`config.mk`:
```
export PLATFORM = sky130hd
export DESIGN_NAME = json_object_framer
export DESIGN_NICKNAME = d
export VERILOG_FILES = /design/src/hdl/jof_pkg.sv /design/src/hdl/json_object_framer.sv
export VERILOG_INCLUDE_DIRS = /design/src /design/src/hdl
export SDC_FILE = /design/constraint.sdc
export NUM_CORES = 1
export LEC_CHECK = 0
export ABC_AREA = 1
export BUFFER_PORTS_ARGS = -buffer_cell sky130_fd_sc_hd__buf_4
export CAP_MARGIN = 20
export CORE_MARGIN = 5
export CORE_UTILIZATION = 50
export CTS_BUF_LIST = sky130_fd_sc_hd__clkbuf_4 sky130_fd_sc_hd__clkbuf_8
export DETAILED_ROUTE_END_ITERATION = 7
export PLACE_DENSITY = 0.69
export SLEW_MARGIN = 20
export SYNTH_ARGS = -nofsm -noshare
export SYNTH_HDL_FRONTEND = slang
export SYNTH_SLANG_ARGS = --single-unit
```
`constraint.sdc`:
```
create_clock -name clk -period 5.2 [get_ports clk]
set_clock_uncertainty 0.2 [all_clocks]
set_input_delay 1.04 -clock clk [delete_from_list [all_inputs] [get_ports clk]]
set_output_delay 1.04 -clock clk [all_outputs]
set_load 0.03 [all_outputs]
```
`src/hdl/json_object_framer_defines.svh`:
```
// Assertion macros for the JSON object framer.
// Used by the top level; expects clk and rst_n in the enclosing scope.
`ifndef JSON_OBJECT_FRAMER_DEFINES_SVH
`define JSON_OBJECT_FRAMER_DEFINES_SVH

// Same-cycle implication, disabled while reset is asserted.
`define JOF_ASSERT_IMPL(label, ante, cons, msg) \
    label: assert property (@(posedge clk) disable iff (!rst_n) (ante) |-> (cons)) \
        else $error(msg);

// Next-cycle implication, disabled while reset is asserted.
`define JOF_ASSERT_NEXT(label, ante, cons, msg) \
    label: assert property (@(posedge clk) disable iff (!rst_n) (ante) |=> (cons)) \
        else $error(msg);

`endif

```
`src/hdl/jof_pkg.sv`:
```
// Package for the JSON object framer: item types, scan modes and characters.
// No dependencies; imported by json_object_framer, jof_frame_checker and tb_top.
`timescale 1ns / 1ps
`default_nettype none

package jof_pkg;

    // Default saturation limit of the brace depth counter.
    localparam int unsigned MAX_DEPTH_DEFAULT = 255;

    // Characters that steer the scanner.
    localparam logic [7:0] CHAR_LBRACE    = 8'h7B;
    localparam logic [7:0] CHAR_RBRACE    = 8'h7D;
    localparam logic [7:0] CHAR_QUOTE     = 8'h22;
    localparam logic [7:0] CHAR_BACKSLASH = 8'h5C;
    localparam logic [7:0] CHAR_NEWLINE   = 8'h0A;

    // Scanner position relative to the current object.
    typedef enum logic [1:0] {
        MODE_OUT = 2'd0,
        MODE_OBJ = 2'd1,
        MODE_STR = 2'd2,
        MODE_ESC = 2'd3
    } scan_mode_t;

    // One input item: a raw byte of the stream and its stream-end flag.
    typedef struct packed {
        logic [7:0] data_byte;
        logic       stream_end;
    } in_item_t;

    // One result item: a byte of an object with its framing marks.
    typedef struct packed {
        logic [7:0]  out_byte;
        logic        object_first;
        logic        object_last;
        logic        truncated;
        logic [31:0] start_line;
    } out_item_t;

endpackage

`default_nettype wire

```
`src/hdl/json_object_framer.sv`:
```
// JSON object framer, top level: cuts top-level objects out of a byte stream.
// Depends on jof_pkg and json_object_framer_defines.svh.
//
// The block takes one byte per clock while the output side keeps taking
// results, and gives at most one result per byte. Bytes outside an object
// are dropped and only their newlines are counted. Each object byte comes
// out with first/last marks and the 1-based line on which its object began;
// a stream end inside an object closes it as truncated. A byte passes an
// input register and then a result register. The scan mode, depth and line
// counters update when a byte leaves the input register.
`timescale 1ns / 1ps
`default_nettype none
`include "json_object_framer_defines.svh"

module json_object_framer
    import jof_pkg::*;
#(
    parameter int unsigned MAX_DEPTH = MAX_DEPTH_DEFAULT
) (
    input  wire logic      clk,
    input  wire logic      rst_n,
    input  wire logic      in_valid,
    output logic           in_ready,
    input  wire in_item_t  in_item,
    output logic           out_valid,
    input  wire logic      out_ready,
    output out_item_t      out_item
);

    localparam int unsigned DEPTH_W = $clog2(MAX_DEPTH + 1);
    localparam logic [DEPTH_W-1:0] DEPTH_MAX = DEPTH_W'(MAX_DEPTH);
    localparam logic [DEPTH_W-1:0] DEPTH_ONE = DEPTH_W'(1);

    // Input register.
    logic       stage_valid_reg;
    in_item_t   stage_item_reg;

    // Scanner state.
    scan_mode_t         mode_reg, mode_next;
    logic [DEPTH_W-1:0] depth_reg, depth_next;
    logic [31:0]        newline_reg, newline_next;
    logic [31:0]        line_reg, line_next;

    // Result register.
    logic       out_valid_reg;
    out_item_t  out_item_reg;

    logic       stage_fire;
    logic       emit;
    logic       first;
    logic       last;
    logic       trunc;
    logic [7:0] b;

    // The staged byte moves on when the result register is free or drained.
    assign stage_fire = stage_valid_reg && (!out_valid_reg || out_ready);
    assign in_ready   = !stage_valid_reg || stage_fire;
    assign b          = stage_item_reg.data_byte;

    // Scanner update for the staged byte.
    always_comb
    begin
        mode_next    = mode_reg;
        depth_next   = depth_reg;
        newline_next = newline_reg;
        line_next    = line_reg;
        emit         = 1'b1;
        first        = 1'b0;
        last         = 1'b0;
        trunc        = 1'b0;

        unique case (mode_reg)
            MODE_OUT:
            begin
                if (b == CHAR_LBRACE)
                begin
                    line_next  = newline_reg + 32'd1;
                    depth_next = DEPTH_ONE;
                    mode_next  = MODE_OBJ;
                    first      = 1'b1;
                end
                else
                begin
                    emit = 1'b0;
                    if (b == CHAR_NEWLINE)
                    begin
                        newline_next = newline_reg + 32'd1;
                    end
                end
            end
            MODE_OBJ:
            begin
                if (b == CHAR_LBRACE)
                begin
                    if (depth_reg < DEPTH_MAX)
                    begin
                        depth_next = depth_reg + DEPTH_ONE;
                    end
                end
                else if (b == CHAR_RBRACE)
                begin
                    if (depth_reg <= DEPTH_ONE)
                    begin
                        depth_next = '0;
                        mode_next  = MODE_OUT;
                        last       = 1'b1;
                    end
                    else
                    begin
                        depth_next = depth_reg - DEPTH_ONE;
                    end
                end
                else if (b == CHAR_QUOTE)
                begin
                    mode_next = MODE_STR;
                end
                else if (b == CHAR_NEWLINE)
                begin
                    newline_next = newline_reg + 32'd1;
                end
            end
            MODE_STR:
            begin
                if (b == CHAR_QUOTE)
                begin
                    mode_next = MODE_OBJ;
                end
                else if (b == CHAR_BACKSLASH)
                begin
                    mode_next = MODE_ESC;
                end
                else if (b == CHAR_NEWLINE)
                begin
                    newline_next = newline_reg + 32'd1;
                end
            end
            MODE_ESC:
            begin
                // The escaped byte is taken as is, even a newline.
                mode_next = MODE_STR;
            end
            default:
            begin
                mode_next = MODE_OUT;
            end
        endcase

        // A stream end inside an object closes it as truncated.
        if (emit && stage_item_reg.stream_end && !last)
        begin
            last       = 1'b1;
            trunc      = 1'b1;
            mode_next  = MODE_OUT;
            depth_next = '0;
        end
    end

    // Input register: control with reset, payload without.
    always_ff @(posedge clk or negedge rst_n)
    begin
        if (!rst_n)
        begin
            stage_valid_reg <= 1'b0;
        end
        else if (in_ready)
        begin
            stage_valid_reg <= in_valid;
        end
    end

    always_ff @(posedge clk)
    begin
        if (in_valid && in_ready)
        begin
            stage_item_reg <= in_item;
        end
    end

    // Scanner state registers.
    always_ff @(posedge clk or negedge rst_n)
    begin
        if (!rst_n)
        begin
            mode_reg    <= MODE_OUT;
            depth_reg   <= '0;
            newline_reg <= '0;
            line_reg    <= '0;
        end
        else if (stage_fire)
        begin
            mode_reg    <= mode_next;
            depth_reg   <= depth_next;
            newline_reg <= newline_next;
            line_reg    <= line_next;
        end
    end

    // Result register.
    always_ff @(posedge clk or negedge rst_n)
    begin
        if (!rst_n)
        begin
            out_valid_reg <= 1'b0;
        end
        else if (stage_fire)
        begin
            out_valid_reg <= emit;
        end
        else if (out_ready)
        begin
            out_valid_reg <= 1'b0;
        end
    end

    always_ff @(posedge clk)
    begin
        if (stage_fire && emit)
        begin
            out_item_reg.out_byte     <= b;
            out_item_reg.object_first <= first;
            out_item_reg.object_last  <= last;
            out_item_reg.truncated    <= trunc;
            out_item_reg.start_line   <= line_next;
        end
    end

    assign out_valid = out_valid_reg;
    assign out_item  = out_item_reg;

    // Checks on the scanner and the result marks.
    `JOF_ASSERT_IMPL(a_depth_matches_mode, 1'b1,
        ((mode_reg != MODE_OUT) == (depth_reg != '0)),
        "brace depth disagrees with scan mode")
    `JOF_ASSERT_IMPL(a_trunc_has_last, out_valid_reg,
        (!out_item_reg.truncated || out_item_reg.object_last),
        "truncated result without last mark")
    `JOF_ASSERT_NEXT(a_newline_step, 1'b1,
        ((newline_reg == $past(newline_reg)) ||
         (newline_reg == $past(newline_reg) + 32'd1)),
        "newline counter moved by more than one")

endmodule

`default_nettype wire

```
# After elaboration in Yosys (flattened, before gate mapping)
# Index checks and enable logic that the tools add are counted.
[classes]
multipliers = 0
bitwise = 0
shift = 0
eq_ne = 21
magnitude_cmp = 2
mux = 35
div = 0
reduce_logical = 17
n_addsub = 3
[op_table]
columns = ["op", "n"]
rows = [
  ["2-to-1 mux 32 bit", 9],
  ["one-hot mux 32 bit (3 select lines)", 1],
  ["2-to-1 mux 8 bit", 6],
  ["adder 32 x 1 -> 32 bit (second input constant)", 1],
  ["equality test 8 x 7 -> 1 bit (second input constant)", 3],
  ["!= test 4 bit (second input constant)", 5],
  ["2-to-1 mux 2 bit", 8],
  ["one-hot mux 8 bit (2 select lines)", 1],
  ["!= test 2 bit (second input constant)", 6],
  ["2-to-1 mux 1 bit", 9],
  ["adder 8 x 1 -> 8 bit (second input constant)", 1],
  ["equality test 8 x 4 -> 1 bit (second input constant)", 1],
  ["equality test 8 x 6 -> 1 bit (second input constant)", 1],
  ["less-or-equal comparator 8 x 1 -> 1 bit (second input constant)", 1],
  ["less-than comparator 8 bit (second input constant)", 1],
  ["one-hot mux 2 bit (4 select lines)", 1],
  ["AND reduction 8 bit", 1],
  ["subtractor 8 x 1 -> 8 bit (second input constant)", 1],
  ["!= test 3 bit (second input constant)", 2],
  ["AND reduction 6 bit", 1],
  ["nonzero test 3 bit", 2],
  ["logical AND 1 bit", 5],
  ["AND reduction 5 bit", 1],
  ["equality test 2 bit (second input constant)", 2],
  ["5 further kinds", 8],
]
[totals]
input_bits = 13
mem_bits_rw = 0
reg_bits = 128
romBits = 0
elab_cells = 91
latchBits = 0
out_inout_bits = 45
n_memories = 0

# Depth between registers and ports, before layout
# Gate-level depths: netlist (run 1).
[logic_depth]
word_depth = 9
depth_mapped = 12
depth_no_buf = 12

# Worst setup path after synthesis (run 1)
# Ideal clock, no wire load.
[synth_path]
path_kind = "input to register"
startpoint = "input port out_ready"
endpoint = "register out_item_reg, in the netlist out_item[0] (enable)"
path_stages = 6
setup_ns = 0.397
required_time_ns = 4.603
path_slack_ns = 2.283
arrival_ns = 2.320
n_path_buf = 0
path_cell_list = "inv_1 nand2_1 nand2_1 inv_2 nand2_1 inv_1"
[synth_via]
elab_chain_cells = 3
[synth_lines]
columns = ["element", "line_no", "rtl"]
rows = [
  ["from (decl)", "json_object_framer.sv:26", "input wire logic out_ready,"],
  ["logical OR 1 bit", "json_object_framer.sv:56", "assign stage_fire = stage_valid_reg && (!out_valid_reg || out_ready);"],
  ["logical AND 1 bit", "json_object_framer.sv:56", ""],
  ["logical AND 1 bit", "json_object_framer.sv:217", "if (stage_fire && emit)"],
  ["to (decl)", "json_object_framer.sv:46", "out_item_t out_item_reg;"],
]
# No other way between the ends.
# A chain may end at the register's enable or synchronous reset.

# Worst setup path in the final report (run 1)
[layout_path]
startpoint = "input port out_ready"
endpoint = "register out_item_reg, in the netlist out_item[31] (enable)"
# Same word-level chain as after synthesis.

==> reports/results.ini, run 1 <==
[power_and_ir_drop]
power.density_cell_area_nw_per_um2 = 450.4
vdd_ir_drop_max_v = 0.0002039
power.leakage_nw = 3.676

[synth]
async_reset_ff_share_pct = 59.38
synth_area_per_cell_um2 = 8.175
yosys-top-cells-area = dfrtp_1, edfxtp_1, nand2_1
synth_edf_count = 52
yosysTopAreaCellShare_pct = 28.48
syn_area_um2 = 6679
synth_ff_type = dfrtp_1
syn_nets = 834
yosys.cell_types.count = 36
yosysSeqAreaShare_pct = 51.85
synthCells = 817
yosysTopAreaCell = dfrtp_1
ys_ff_latch = 128
yosysWarnings = 0

[worst_setup_path]
path_class = in -> reg
crit_path_top_delay_cell = nand2_1
endpoint_kind = register
arrival_ns = 3.07
slowest_delay_ns = 0.51
worstSetupStartpoint = out_ready
critPathRequiredTime_ns = 5.09
critPathBufInv = 6
reg2reg_slack_ns = 2.30
cp_cell_sequence = buf_4 -> inv_1 -> nand2_1 -> nand2_1 -> inv_2 -> buf_4 -> nand2_1 -> inv_1 -> buf_4
cpLargestDelayFamily = buffers and inverters
cp_max_fo = 43
startpoint_type = input port
r2r_start = out_valid

[detailed_routing]
finalWirelength_um = 15140
drc_errors = 0
post_drt_wl_per_cell_um = 14.22
first_pass_iters = 5
detail-route-antenna-nets = 0
num_vias = 5542
drt_iter0_drc = 550
vias_per_cell = 5.209

[cts]
clk-insertion-delay-late_ns = 0.45
cts_max_level = 4
cts_tree = built
cts.sinks = 128
cts_resized = 0
cts_root_buf = clkbuf_8
post_cts.repair.setup_buffers = 0
clock_path_buffers = 2
cts.hold.buffers_added = 0
cts_buffers = 17
clk_pin_slew_ns = 0.07

[floorplan]
die_w_um = 125.6
core_um2 = 13190
num_rows = 42
die_area_um2 = 15770
start_util_pct = 50.64
ios = 58
dieHeight_um = 125.6

[placement]
postPlaceCellArea_um2 = 7219
place_inst = 1032
hpwl_um = 10750
gp_congestion = 0.8823
port_buffers = 57

[sta]
fin_crit_ns = 3.188
worst_pin_slew_ns = 0.8704
slew_headroom_pct = 41.83
hold_violations = 0
fmax_ghz = 0.3137
fin_crit_sh_pct = 61.31
rsz0062_at_grt = false
slew_viol_final = 0
finalSetupViolations = 0
fin_setup_tns_ns = 0

[cells_and_area]
design_area_um2 = 7627
n_antenna_cell = 0
final_util_pct = 57.83
layout.nets = 892
drive_gt1_share_pct = 14.41
syn_to_final_growth_pct = 14.20
fin_cells = 1064
largest_register_ffs = 43

[global_routing]
gr-total-overflow = 0
antenna_found_initial = 0
grt_pass1_vias = 5261
grt_pass1_wl_um = 25320
grt_usage_pct = 20.00
grt_max_degree = 77

[hold_path]
hold_class = reg -> reg
hold_start = line_reg[18]

[outcome]
outcome = finished clean

[run]
cap_violations = 0

[path summary, 6_finish.rpt]
| kind | cells past startpoint | to |
|---|---|---|
| setup / recovery | 9 | out_item[31] |
| hold / removal | 2 | line_reg[18] |
| setup reg to reg | 7 | out_item[31] |
| hold reg to reg | 2 | line_reg[18] |
| max in group asynchronous | 1 | line_reg[20] |
| min in group asynchronous | 1 | depth_reg[3] |
[synth_stat cells, types with 2 or more instances]
library cell / number
nand2_1: 263
nor2_1: 87
inv_1: 79
dfrtp_1: 76
nand3_1: 67
edfxtp_1: 52
o21ai_0: 28
a21oi_1: 20
and2_1: 18
xor2_1: 14
o21ai_1: 13
nor3_1: 11
or2_2: 11
nand4_1: 9
a31oi_1: 6
buf_2: 5
buf_4: 5
or2_1: 5
clkbuf_1: 4
ha_1: 4
nand3_2: 4
nor2_2: 4
nor2_4: 4
xnor2_1: 4
buf_1: 3
buf_6: 3
inv_4: 3
nand2_4: 3
o21ai_2: 3
inv_2: 2
nand2_2: 2
[stage by stage]
step | setup WS (ns) | hold WS [ns] | total power, mW
4_1_cts | 2.036 | 0.2784 | 3.446
6_report | 2.012 | 0.2742 | 3.436
3_3_place_gp | 1.618 | 0.2538 | 2.536
2_1_floorplan | 2.283 | 0.2414 | 2.255
5_1_grt | 1.841 | 0.2974 | 3.644
3_5_place_dp | 1.563 | 0.2589 | 2.572
[report_power, final]
part	leakage (nW)	internal, mW	switching, mW
Sequential	1.40	1.31	0.126
Clock	0.201	0.491	0.386
Combinational	2.08	0.385	0.743
[kinds of logic (layout without fill, tap and decap cells)]
| logic type | count (synthesis) | after routing | share of synthesized area (%) |
|---|---|---|---|
| DFF | 128 | 128 | 51.85 |
| AOI/OAI and AO/OA | 72 | 72 | 5.751 |
| buffers and inverters | 104 | 175 | 6.669 |
| adders and majority gates | 4 | 4 | 0.7494 |
| and+or+nand+nor | 491 | 491 | 32.62 |
| xor gates and xnor gates | 18 | 18 | 2.360 |
[worst min-delay path, cell delays in order (launching register included)]
cell	delay, ns
dfrtp_1	0.34
nand2_1	0.05
nand2_1	0.05
[area by class of cell]
cell class,instances,area (um^2)
Inverter,84,322.8
Clock buffer,21,264.0
Multi-Input combinational cell,585,2770
Timing Repair Buffer,59,446.7
Clock inverter,11,140.1
Fill cell,1174,5563
Sequential cell,128,3463
Tap cell,176,220.2
[cells in the final DEF, fill, tap and decap left out]
cell type,n
a21boi_0,1
a21oi_1,20
a31oi_1,6
and2_1,18
buf_4,58
buf_6,1
bufinv_16,3
clkbuf_4,4
clkbuf_8,17
clkinv_1,1
clkinv_2,3
clkinv_4,1
clkinvlp_4,3
dfrtp_1,76
edfxtp_1,52
ha_1,4
inv_1,79
inv_2,2
inv_4,3
nand2_1,263
nand2_2,2
nand2_4,3
nand3_1,67
nand3_2,4
nand3b_1,1
nand4_1,9
nand4_4,1
nor2_1,87
nor2_2,4
nor2_4,4
nor2_8,1
nor3_1,11
o211ai_1,1
o21ai_0,28
o21ai_1,13
o21ai_2,3
or2_1,5
or2_2,11
xnor2_1,4
xor2_1,14
[layer usage]
layer	vias to the layer above	track usage (%)	wire, um
met4	0	8.482	308
met1	2597	28.73	7183
met3	27	4.264	1000
met2	179	29.42	6644
li1	2739	-	-
met5	-	0	0
(Power assumes the default switching activity.)
==> run 2: changes to the inputs <==
--- a/config.mk
+++ b/config.mk
@@ -13,7 +13,7 @@
 export CORE_UTILIZATION = 50
 export CTS_BUF_LIST = sky130_fd_sc_hd__clkbuf_4 sky130_fd_sc_hd__clkbuf_8
 export DETAILED_ROUTE_END_ITERATION = 7
-export PLACE_DENSITY = 0.69
+export PLACE_DENSITY = 0.71
 export SLEW_MARGIN = 20
 export SYNTH_ARGS = -nofsm -noshare
 export SYNTH_HDL_FRONTEND = slang
==> constraint.sdc (replaced) <==
create_clock -name clk -period 2.8 [get_ports clk]
set_clock_uncertainty 0.2 [all_clocks]
set_input_delay 0.56 -clock clk [delete_from_list [all_inputs] [get_ports clk]]
set_output_delay 0.56 -clock clk [all_outputs]
set_load 0.03 [all_outputs]
==> run 2 against run 1 <==
Effect of this change:
- hold slack worse by 0.18 ns
- register-to-register slack worse by 2.0 ns
- first-iteration DRC count is 4.0% higher
- critical path depth stayed put
- via count is 1.6% lower
- highest routed layer unchanged
- routed wire length is 0.89% lower
- clock power is 100% higher
- combinational power is 87% higher
- flip-flop and latch count stayed put
- largest cell class unchanged
- global-route usage is 0.67 points lower
==> reports/results.ini, run 2 (same netlist as run 1, synthesis figures left out) <==
[cells_and_area]
final_cell_mix = nand2_1, nor2_1, inv_1, dfrtp_1, nand3_1
multi_input_area_um2 = 2770
fin_cells = 1069
largest_register_ffs = 43
drive_gt1_share_pct = 14.78
final_util_pct = 58.39
layout.cells.most_common = nand2_1
layout.nets = 897
n_antenna_cell = 0
nFillCells = 1170
seq_area_um2 = 3463
syn_to_final_growth_pct = 15.32

[global_routing]
grt_pass1_vias = 4905
grt_usage_pct = 19.33
grt_max_degree = 47
grt_pass1_wl_um = 24410
antenna_found_initial = 0
gr-total-overflow = 0

[cts]
cts_max_level = 4
clk_pin_slew_ns = 0.08
clock_path_buffers = 2
cts_root_buf = clkbuf_8
cts_tree = built
clk-insertion-delay-late_ns = 0.45
cts.sinks = 128
cts_resized = 0
cts_buffers = 17

[detailed_routing]
vias_per_cell = 5.102
detail-route-antenna-nets = 0
post_drt_wl_per_cell_um = 14.03
drt_iter0_drc = 572
num_vias = 5454
drc_errors = 0
finalWirelength_um = 15000
first_pass_iters = 6

[worst_setup_path]
startpoint_type = register
r2r-end = out_item[25]
r2r_cells = 9
reg2reg_slack_ns = 0.32
worstSetupStartpoint = b[7]
endpoint_kind = register
path_class = reg -> reg
arrival_ns = 2.49
endpoint = out_item[25]
r2r_start = b[7]
critPathRequiredTime_ns = 2.81
cp_max_fo = 45

[power_and_ir_drop]
switching_share_pct = 36.72
p_seq_share_pct = 40.9
power.leakage_nw = 3.710
power.density_cell_area_nw_per_um2 = 846.6
clkPwrFrac_pct = 26.9
vdd_ir_drop_max_v = 0.0003923
p_sw_mw = 2.395
intPower_mw = 4.126
comb_power_share_pct = 32.3

[sta]
finalWorstSetupSlack_ns = 0.3228
rsz0062_at_grt = false
fin_crit_sh_pct = 88.47
fmax_ghz = 0.4037
worst_pin_slew_ns = 0.6496
slew_headroom_pct = 56.61
slew_viol_final = 0
holdWs_ns = 0.09272
fin_crit_ns = 2.477
hold_violations = 0
finalSetupViolations = 0
fin_setup_tns_ns = 0

[placement]
place_inst = 1036
dp_slack_ns = 0.2668
port_buffers = 57
hpwl_um = 10570
gp_congestion = 0.9217

[floorplan]
core_um2 = 13190
ios = 58
dieHeight_um = 125.6
start_util_pct = 50.64
die_area_um2 = 15770
num_rows = 42
die_w_um = 125.6

[run]
cap_violations = 0

[outcome]
outcome = finished clean

[hold_path]
hold_class = in -> reg

## run 2: per-layer routing
metal	GRT usage, %	part of all wire, %	vias up
met3	3.497	5.3	22
li1	-	-	2754
met1	28.51	49	2543
met4	6.059	1.6	0
met2	29.17	44	135
met5	0	0	-
## run 2: final cells by class
type	count	area share, %
clock inverter	14	2.453
multi-input combinational	585	35.96
clock buffer	18	3.135
timing repair buffer	64	6.433
tap	176	2.859
sequential	128	44.96
inverter	84	4.191
## run 2: worst min path at each step
stage | from | end | slack [ns] | cells past startpoint
2_1_floorplan | rst_n | depth_reg[0] | 0.06 | 0
3_3_place_gp | b[7] | out_item[42] | 0.25 | 0
3_5_place_dp | line_reg[22] | line_reg[22] | 0.26 | 2
4_1_cts | in_item[6] | b[5] | 0.08 | 1
5_1_grt | in_item[6] | b[5] | 0.07 | 1
6_report | in_item[7] | b[6] | 0.09 | 1
## run 2: power groups by stage
stage	Sequential, mW	Combinational [mW]	Clock (mW)
detailed placement	2.70	2.11	0
global route	2.71	2.33	1.86
finish	2.66	2.11	1.75
CTS	2.66	2.12	1.77
global placement	2.69	2.08	0
floorplan	2.98	1.21	0
## run 2: timing repair
action	in CTS	in global routing
buffers inserted	0	0
endpoints found under the hold margin	31	0
hold buffers	1	0
## run 2: stage by stage
step / total power, mW / instance area [um^2]
floorplan: 4.188 / 6679
global route: 6.899 / 7702
global placement: 4.774 / 7262
CTS: 6.557 / 7702
finish: 6.521 / 7702
detailed placement: 4.814 / 7262
## run 2: worst max-delay path: stages, from the launching register on
cell	delay (ns)
edfxtp_1	0.41
inv_1	0.07
nand2_1	0.08
nor2_2	0.23
nand2_4	0.18
inv_4	0.13
nand2_4	0.15
inv_4	0.38
nand3_1	0.22
and2_1	0.18
